**src/design/rect_union_bands_assert.svh**
```systemverilog
// Assertion macros for the rectangle union band pipeline.
// Used by the top level only; no other dependencies.
`ifndef RECT_UNION_BANDS_ASSERT_SVH
`define RECT_UNION_BANDS_ASSERT_SVH

`ifndef NO_ASSERTIONS

`define RUB_ASSERT_IMP(lbl, clk, rst_n, ante, cons, msg) \
  lbl: assert property (@(posedge clk) disable iff (!rst_n) (ante) |-> (cons)) else $error(msg);

`define RUB_ASSERT_NXT(lbl, clk, rst_n, ante, cons, msg) \
  lbl: assert property (@(posedge clk) disable iff (!rst_n) (ante) |=> (cons)) else $error(msg);

`else

`define RUB_ASSERT_IMP(lbl, clk, rst_n, ante, cons, msg)

`define RUB_ASSERT_NXT(lbl, clk, rst_n, ante, cons, msg)

`endif

`endif

```
**src/design/rub_pkg.sv**
```systemverilog
// Shared types for the rectangle union band pipeline.
// No dependencies.
package rub_pkg;

  localparam int InDataW  = 128;
  localparam int OutDataW = 72;

  typedef logic signed [16:0] coord_t;

  typedef struct packed {
    coord_t top;
    coord_t left;
    coord_t bot;
    coord_t right;
  } rect_t;

  typedef struct packed {
    rect_t a;
    rect_t b;
  } pair_t;

  typedef struct packed {
    logic   ne;
    coord_t top;
    coord_t bot;
    coord_t left;
    coord_t right;
  } band_t;

  typedef struct packed {
    logic            disj;
    band_t [2:0]     bd;
  } bandset_t;

  typedef struct packed {
    coord_t             top;
    logic signed [15:0] left;
    logic [15:0]        lines;
    logic [15:0]        cols;
  } res_t;

  typedef struct packed {
    logic [1:0]  cnt;
    res_t [2:0]  r;
  } grp_t;

endpackage

```
**src/design/rect_union_bands.sv**
```systemverilog
// Top level of the rectangle union band pipeline.
// Depends on rub_pkg, rub_front, rub_bands, rub_merge, rub_emit and the assert header.
//
//  channel  | ports             | word
//  ---------+-------------------+----------------------------------------
//  input    | in_tvalid/tready  | one rectangle pair
//  result   | out_tvalid/tready | one band, tlast on the final band
//
// A pair passes three register stages, then a band buffer, before its first
// band is offered. A pair sends one word per band (zero to three) on the
// result port, so the single result port sets the rate.
// Reset (rst_n low, synchronous) clears all valid bits and empties the band buffer.
// A stall on the result side backs up stage by stage; nothing is lost.
`include "rect_union_bands_assert.svh"

module rect_union_bands (
  input  logic                          clk,
  input  logic                          rst_n,
  input  logic                          in_tvalid,
  output logic                          in_tready,
  // a_top, a_left, a_lines, a_cols, b_top, b_left, b_lines, b_cols, pad
  input  logic [rub_pkg::InDataW-1:0]   in_tdata,
  output logic                          out_tvalid,
  input  logic                          out_tready,
  // out_top, out_left, out_lines, out_cols, pad
  output logic [rub_pkg::OutDataW-1:0]  out_tdata,
  output logic                          out_tlast
);
  import rub_pkg::*;

  pair_t    pair;
  bandset_t bset;
  grp_t     grp;
  logic     s1_vld, s1_rdy, s2_vld, s2_rdy, s3_vld, s3_rdy;

  rub_front u_front (
    .clk       (clk),
    .rst_n     (rst_n),
    .in_valid  (in_tvalid),
    .in_ready  (in_tready),
    .in_data   (in_tdata),
    .out_valid (s1_vld),
    .out_ready (s1_rdy),
    .out_pair  (pair)
  );

  rub_bands u_bands (
    .clk       (clk),
    .rst_n     (rst_n),
    .in_valid  (s1_vld),
    .in_ready  (s1_rdy),
    .in_pair   (pair),
    .out_valid (s2_vld),
    .out_ready (s2_rdy),
    .out_set   (bset)
  );

  rub_merge u_merge (
    .clk       (clk),
    .rst_n     (rst_n),
    .in_valid  (s2_vld),
    .in_ready  (s2_rdy),
    .in_set    (bset),
    .out_valid (s3_vld),
    .out_ready (s3_rdy),
    .out_grp   (grp)
  );

  rub_emit u_emit (
    .clk        (clk),
    .rst_n      (rst_n),
    .in_valid   (s3_vld),
    .in_ready   (s3_rdy),
    .in_grp     (grp),
    .out_tvalid (out_tvalid),
    .out_tready (out_tready),
    .out_tdata  (out_tdata),
    .out_tlast  (out_tlast)
  );

  `RUB_ASSERT_NXT(a_take_lands, clk, rst_n, in_tvalid && in_tready, s1_vld, "word lost")
  `RUB_ASSERT_NXT(a_s3_hold, clk, rst_n, s3_vld && !s3_rdy, s3_vld, "stalled group dropped")
  `RUB_ASSERT_IMP(a_idle_takes, clk, rst_n, !out_tvalid, s3_rdy, "idle buffer refuses")

endmodule

```
**src/design/rub_front.sv**
```systemverilog
// Stage 1: unpacks the input word and forms bottom and right edges.
// Depends on rub_pkg.
module rub_front (
  input  logic                          clk,
  input  logic                          rst_n,
  input  logic                          in_valid,
  output logic                          in_ready,
  input  logic [rub_pkg::InDataW-1:0]   in_data,
  output logic                          out_valid,
  input  logic                          out_ready,
  output rub_pkg::pair_t                out_pair
);
  import rub_pkg::*;

  logic  vld_r;
  pair_t pair_r, pair_nxt;

  always_comb begin
    pair_nxt.a.top   = {in_data[15], in_data[15:0]};
    pair_nxt.a.left  = {in_data[31], in_data[31:16]};
    pair_nxt.a.bot   = pair_nxt.a.top + {2'b00, in_data[46:32]};
    pair_nxt.a.right = pair_nxt.a.left + {2'b00, in_data[61:47]};
    pair_nxt.b.top   = {in_data[77], in_data[77:62]};
    pair_nxt.b.left  = {in_data[93], in_data[93:78]};
    pair_nxt.b.bot   = pair_nxt.b.top + {2'b00, in_data[108:94]};
    pair_nxt.b.right = pair_nxt.b.left + {2'b00, in_data[123:109]};
  end

  assign in_ready  = !vld_r || out_ready;
  assign out_valid = vld_r;
  assign out_pair  = pair_r;

  always_ff @(posedge clk) begin
    if (!rst_n) begin
      vld_r <= 1'b0;
    end else if (in_ready) begin
      vld_r <= in_valid;
    end
  end

  always_ff @(posedge clk) begin
    if (in_valid && in_ready) begin
      pair_r <= pair_nxt;
    end
  end

endmodule

```
**src/design/rub_bands.sv**
```systemverilog
// Stage 2: touch test, row mark ordering and per-band column extents.
// Depends on rub_pkg.
module rub_bands (
  input  logic              clk,
  input  logic              rst_n,
  input  logic              in_valid,
  output logic              in_ready,
  input  rub_pkg::pair_t    in_pair,
  output logic              out_valid,
  input  logic              out_ready,
  output rub_pkg::bandset_t out_set
);
  import rub_pkg::*;

  logic     vld_r;
  bandset_t set_r, set_nxt;

  always_comb begin
    coord_t at, al, ab, ar, bt, bl, bb, br;
    coord_t m0, m1, m2, m3, t1, t2, lmin, rmax;
    coord_t mk [4];
    logic   in_a, in_b;
    at = in_pair.a.top;  al = in_pair.a.left;
    ab = in_pair.a.bot;  ar = in_pair.a.right;
    bt = in_pair.b.top;  bl = in_pair.b.left;
    bb = in_pair.b.bot;  br = in_pair.b.right;
    m0 = (at > bt) ? bt : at;
    t1 = (at > bt) ? at : bt;
    t2 = (ab > bb) ? bb : ab;
    m3 = (ab > bb) ? ab : bb;
    m1 = (t1 > t2) ? t2 : t1;
    m2 = (t1 > t2) ? t1 : t2;
    mk[0] = m0; mk[1] = m1; mk[2] = m2; mk[3] = m3;
    lmin = (al < bl) ? al : bl;
    rmax = (ar > br) ? ar : br;
    set_nxt.disj = (al > br) || (bl > ar) || (at > bb) || (bt > ab);
    for (int i = 0; i < 3; i++) begin
      in_a = (mk[i] >= at) && (mk[i+1] <= ab);
      in_b = (mk[i] >= bt) && (mk[i+1] <= bb);
      set_nxt.bd[i].ne  = (mk[i] != mk[i+1]);
      set_nxt.bd[i].top = mk[i];
      set_nxt.bd[i].bot = mk[i+1];
      if (in_a && in_b) begin
        set_nxt.bd[i].left  = lmin;
        set_nxt.bd[i].right = rmax;
      end else if (in_a) begin
        set_nxt.bd[i].left  = al;
        set_nxt.bd[i].right = ar;
      end else begin
        set_nxt.bd[i].left  = bl;
        set_nxt.bd[i].right = br;
      end
    end
    if (set_nxt.disj) begin
      set_nxt.bd[0] = {1'b1, at, ab, al, ar};
      set_nxt.bd[1] = {1'b1, bt, bb, bl, br};
      set_nxt.bd[2].ne = 1'b0;
    end
  end

  assign in_ready  = !vld_r || out_ready;
  assign out_valid = vld_r;
  assign out_set   = set_r;

  always_ff @(posedge clk) begin
    if (!rst_n) begin
      vld_r <= 1'b0;
    end else if (in_ready) begin
      vld_r <= in_valid;
    end
  end

  always_ff @(posedge clk) begin
    if (in_valid && in_ready) begin
      set_r <= set_nxt;
    end
  end

endmodule

```
**src/design/rub_merge.sv**
```systemverilog
// Stage 3: drops empty bands, merges equal neighbors unless disjoint, forms sizes.
// Depends on rub_pkg.
module rub_merge (
  input  logic              clk,
  input  logic              rst_n,
  input  logic              in_valid,
  output logic              in_ready,
  input  rub_pkg::bandset_t in_set,
  output logic              out_valid,
  input  logic              out_ready,
  output rub_pkg::grp_t     out_grp
);
  import rub_pkg::*;

  logic vld_r;
  grp_t grp_r, grp_nxt;

  always_comb begin
    rect_t      cur [3];
    logic [1:0] n;
    logic [1:0] p;
    n = 2'd0;
    for (int k = 0; k < 3; k++) begin
      cur[k] = '0;
    end
    for (int i = 0; i < 3; i++) begin
      p = n - 2'd1;
      if (in_set.bd[i].ne) begin
        if (n != 2'd0 && !in_set.disj && cur[p].left == in_set.bd[i].left &&
            cur[p].right == in_set.bd[i].right) begin
          cur[p].bot = in_set.bd[i].bot;
        end else if (n != 2'd3) begin
          cur[n].top   = in_set.bd[i].top;
          cur[n].left  = in_set.bd[i].left;
          cur[n].bot   = in_set.bd[i].bot;
          cur[n].right = in_set.bd[i].right;
          n = n + 2'd1;
        end
      end
    end
    grp_nxt.cnt = n;
    for (int k = 0; k < 3; k++) begin
      grp_nxt.r[k].top   = cur[k].top;
      grp_nxt.r[k].left  = cur[k].left[15:0];
      grp_nxt.r[k].lines = 16'(cur[k].bot - cur[k].top);
      grp_nxt.r[k].cols  = 16'(cur[k].right - cur[k].left);
    end
  end

  assign in_ready  = !vld_r || out_ready;
  assign out_valid = vld_r;
  assign out_grp   = grp_r;

  always_ff @(posedge clk) begin
    if (!rst_n) begin
      vld_r <= 1'b0;
    end else if (in_ready) begin
      vld_r <= in_valid;
    end
  end

  always_ff @(posedge clk) begin
    if (in_valid && in_ready) begin
      grp_r <= grp_nxt;
    end
  end

endmodule

```
**src/design/rub_emit.sv**
```systemverilog
// Output stage: holds one union's bands and sends them one word a cycle while out_tready is high.
// Depends on rub_pkg.
module rub_emit (
  input  logic                          clk,
  input  logic                          rst_n,
  input  logic                          in_valid,
  output logic                          in_ready,
  input  rub_pkg::grp_t                 in_grp,
  output logic                          out_tvalid,
  input  logic                          out_tready,
  output logic [rub_pkg::OutDataW-1:0]  out_tdata,
  output logic                          out_tlast
);
  import rub_pkg::*;

  grp_t       grp_r;
  logic [1:0] idx_r, idx_nxt;
  logic [1:0] cnt_r, cnt_nxt;
  logic       busy_r, busy_nxt;
  logic       last, load;
  res_t       cur;

  assign last     = (idx_r == cnt_r - 2'd1);
  assign in_ready = !busy_r || (out_tready && last);
  assign load     = in_valid && in_ready;

  always_comb begin
    idx_nxt  = idx_r;
    cnt_nxt  = cnt_r;
    busy_nxt = busy_r;
    if (load) begin
      idx_nxt  = 2'd0;
      cnt_nxt  = in_grp.cnt;
      busy_nxt = (in_grp.cnt != 2'd0);
    end else if (busy_r && out_tready) begin
      idx_nxt = idx_r + 2'd1;
      if (last) begin
        busy_nxt = 1'b0;
      end
    end
  end

  always_ff @(posedge clk) begin
    if (!rst_n) begin
      idx_r  <= 2'd0;
      cnt_r  <= 2'd0;
      busy_r <= 1'b0;
    end else begin
      idx_r  <= idx_nxt;
      cnt_r  <= cnt_nxt;
      busy_r <= busy_nxt;
    end
  end

  always_ff @(posedge clk) begin
    if (load) begin
      grp_r <= in_grp;
    end
  end

  assign cur        = grp_r.r[idx_r];
  assign out_tvalid = busy_r;
  assign out_tlast  = last;
  assign out_tdata  = {7'b0, cur.cols, cur.lines, cur.left, cur.top};

endmodule
```
**config.mk**
```make
export PLATFORM = sky130hd
export DESIGN_NAME = rect_union_bands
export DESIGN_NICKNAME = d
export VERILOG_FILES = /design/src/design/rub_pkg.sv /design/src/design/rect_union_bands.sv /design/src/design/rub_front.sv /design/src/design/rub_bands.sv /design/src/design/rub_merge.sv /design/src/design/rub_emit.sv
export VERILOG_INCLUDE_DIRS = /design/src /design/src/design
export SDC_FILE = /design/constraint.sdc
export NUM_CORES = 2
export LEC_CHECK = 0
export BUFFER_PORTS_ARGS = -buffer_cell sky130_fd_sc_hd__buf_2
export CAP_MARGIN = 20
export CORE_MARGIN = 1
export CORE_UTILIZATION = 45
export CTS_CLUSTER_SIZE = 28
export DETAILED_ROUTE_END_ITERATION = 8
export GPL_TIMING_DRIVEN = 0
export SETUP_SLACK_MARGIN = 0.3
export SYNTH_ARGS = -nofsm -noshare
export SYNTH_HDL_FRONTEND = slang
export SYNTH_SLANG_ARGS = --single-unit
```
**constraint.sdc**
```tcl
create_clock -name clk -period 16.9 [get_ports clk]
set_input_delay 2.535 -clock clk [delete_from_list [all_inputs] [get_ports clk]]
set_output_delay 2.535 -clock clk [all_outputs]
set_load 0.005 [all_outputs]
```
==> reports/results.ini <==
[timing]
skew_ps=38.5
hold_violations=0
setup_viol=0
rsz0062_at_grt=false
worst_pin_slew_ps=1250
period_needed_ps=13050
relSlewSlack=0.156
slew_violations=0
period_share=0.772
max_freq_ghz=0.0766
worst_slack_ps=3850
fin_tns_setup_ps=0

[status]
outcome=completed

[place]
pre_cts_ws_ps=4110
placedCellCount=5992
gp_congestion=1.04
place_hpwl_microns=128000
post_dp_cell_area_sq_um=49800
io_buffers=195

[final_layout]
instances_no_fill=6143
final_common_cell=edfxtp_1
drive_gt1_frac=0.100
area_growth_pct=13.0
fin_nets=5355
stdcell_area_sq_um=52500
finalCoreUtilization=0.515
insertedDiodeCount=0
most-common-layout-cells=edfxtp_1, nand2_1, ha_1
fillCellCount=9310

[power]
irDropWorstVdd_v=0.0000862
pwr_density_cell_nw_per_um2=117
power.leakage_nw=21.7

[floorplan]
fp.dieW_microns=323
die_h_microns=323
initial_core_util=0.456
core_sq_um=102000
io_pins=207
std_cell_rows=117
die_area_sq_um=105000

[yosys]
yosysSeqAreaShare=0.472
async_flop_share=0
synth_cell_types=82
synth-simple-area-share=0.104
synth-xor-area-share=0.0279
synth-compound-area-share=0.157
netlist_area_sq_um=46500
muxShareOfSynthArea=0.0510
synth_edf_count=725
synth_fa_ha_area_frac=0.140
ys_seq_elements=733
syn_inst=4392
synth_ff_type=edfxtp_1
ys_warn_count=0
synth.avg_cell_area_sq_um=10.6
synth_top_family_by_area=compound AO/OA/AOI/OAI gates

[grt]
grt_start_max_net_pins=36
antenna_found_initial=2
grt_overflow=0
grt_pass1_vias=34600
grt_pass1_wl_microns=227000
track_usage=0.300

[critical_path]
worstSetupPathType=reg -> reg
worstSetupStartpointType=flip-flop
crit_top_cell=a21oi_1
crit_path_top_delay_cell=a21oi_1
cp.required_ps=17300
worstPathArrival_ps=13450
max_stage_delay_ps=730
reg2reg_setup_slack_ps=3850
cp-end-kind=flip-flop
cp_max_fo=10

[drt]
detail_route.vias_per_cell=5.75
drc_errors=0
wl_per_cell_microns=25.6
drtIter0Drc=3149
routed-via-count=35300
final_antenna_net_count=0
wl_microns=157000
first_pass_iters=6

[cts]
htreeDepth=3
cts_buffers=81
cts_root_buf=clkbuf_16
clk_latency_ps=680
cts_tree=yes
ctsHoldBuffers=0
clk_pin_slew_worst_paths_ps=60
cts_resized=0
cts_setup_buffers=0
cts_sinks=733
clockBufferDepth=3

[min_path]
hold_path.class=reg -> reg

[run]
max_cap_viol_count=0

-- per-stage QoR --
step	power, mW	hold slack (ps)
6_report	6.13	407
2_1_floorplan	3.63	400
4_1_cts	6.11	398
3_5_place_dp	4.35	405
5_1_grt	6.43	406
3_3_place_gp	4.33	401
-- worst max-delay path, delay by kind of cell (launching register included) --
family / cells / cell delay, ps
adders and majority gates: 3 / 1020
AOI/OAI and AO/OA: 21 / 5900
DFF: 1 / 510
buffers and inverters: 7 / 3480
muxes: 2 / 850
and+or+nand+nor: 7 / 960
-- registers in the layout, indices dropped and copies added (netlist names) --
name / cells
u_bands.out_set: 201
u_bands.out_valid: 1
u_emit.cnt_r: 2
u_emit.grp_r: 195
u_emit.idx_r: 2
u_emit.out_tvalid: 1
u_front.out_pair: 132
u_front.out_valid: 1
u_merge.out_grp: 197
u_merge.out_valid: 1
-- kinds of logic (layout without fill, tap and decap cells) --
kind of cell	Yosys count	in the layout
DFF	733	733
and+or+nand+nor	1045	1045
buffers and inverters	559	936
muxes	230	230
xor gates and xnor gates	145	145
adders and majority gates	513	513
AOI/OAI and AO/OA	1166	1166
other	1	7
-- per-layer routing --
metal / up-vias / track usage / wire, microns
li1: 16800 / - / -
met1: 17100 / 0.425 / 72100
met2: 1197 / 0.478 / 70700
met3: 237 / 0.0353 / 9450
met4: 0 / 0.0998 / 5030
met5: - / 0 / 0
-- final cells by class --
type	count	area, sq um	share of cell area
Multi-Input combinational cell	3106	22400	0.426
Sequential cell	733	21900	0.418
Clock buffer	99	2120	0.0403
Tap cell	1368	1710	0.0326
Timing Repair Buffer	229	1610	0.0307
Inverter	401	1510	0.0287
Buffer	158	748	0.0143
Clock inverter	49	517	0.00984
-- synthesized netlist by cell type, drive strengths merged, types with 16 or more instances --
cell | count | share of area
a211oi | 27 | 0.0044
a21boi | 69 | 0.011
a21o | 112 | 0.018
a21oi | 180 | 0.020
a22o | 20 | 0.0038
a22oi | 53 | 0.0086
a31oi | 28 | 0.0038
and2 | 36 | 0.0048
buf | 72 | 0.0090
clkbuf | 85 | 0.0069
edfxtp | 725 | 0.47
ha | 503 | 0.14
inv | 399 | 0.032
mux2 | 53 | 0.013
mux2i | 177 | 0.038
nand2 | 503 | 0.041
nand2b | 46 | 0.0062
nand3 | 61 | 0.0066
nand4 | 57 | 0.0077
nor2 | 171 | 0.014
nor2b | 56 | 0.0075
nor3 | 35 | 0.0039
nor4 | 21 | 0.0028
o21a | 65 | 0.010
o21ai | 445 | 0.048
o21bai | 16 | 0.0026
o22ai | 34 | 0.0046
o31ai | 18 | 0.0029
xnor2 | 93 | 0.018
xor2 | 50 | 0.0094
-- path summary, 6_finish.rpt --
kind	to	cells after the start	from
hold reg to reg	u_emit.grp_r[73]	0	u_merge.out_grp[73]
hold / removal	u_emit.grp_r[73]	0	u_merge.out_grp[73]
setup reg to reg	u_bands.out_set[100]	40	u_front.out_pair[18]
setup / recovery	u_bands.out_set[100]	40	u_front.out_pair[18]
-- report_power, final --
group	internal, mW	switching, mW	leakage, nW
combinational	0.783	1.29	13.6
sequential	2.17	0.134	6.83
clock	1.01	0.740	1.29
total	3.96	2.17	21.7
Note: power is estimated with default switching activity, not from simulation.
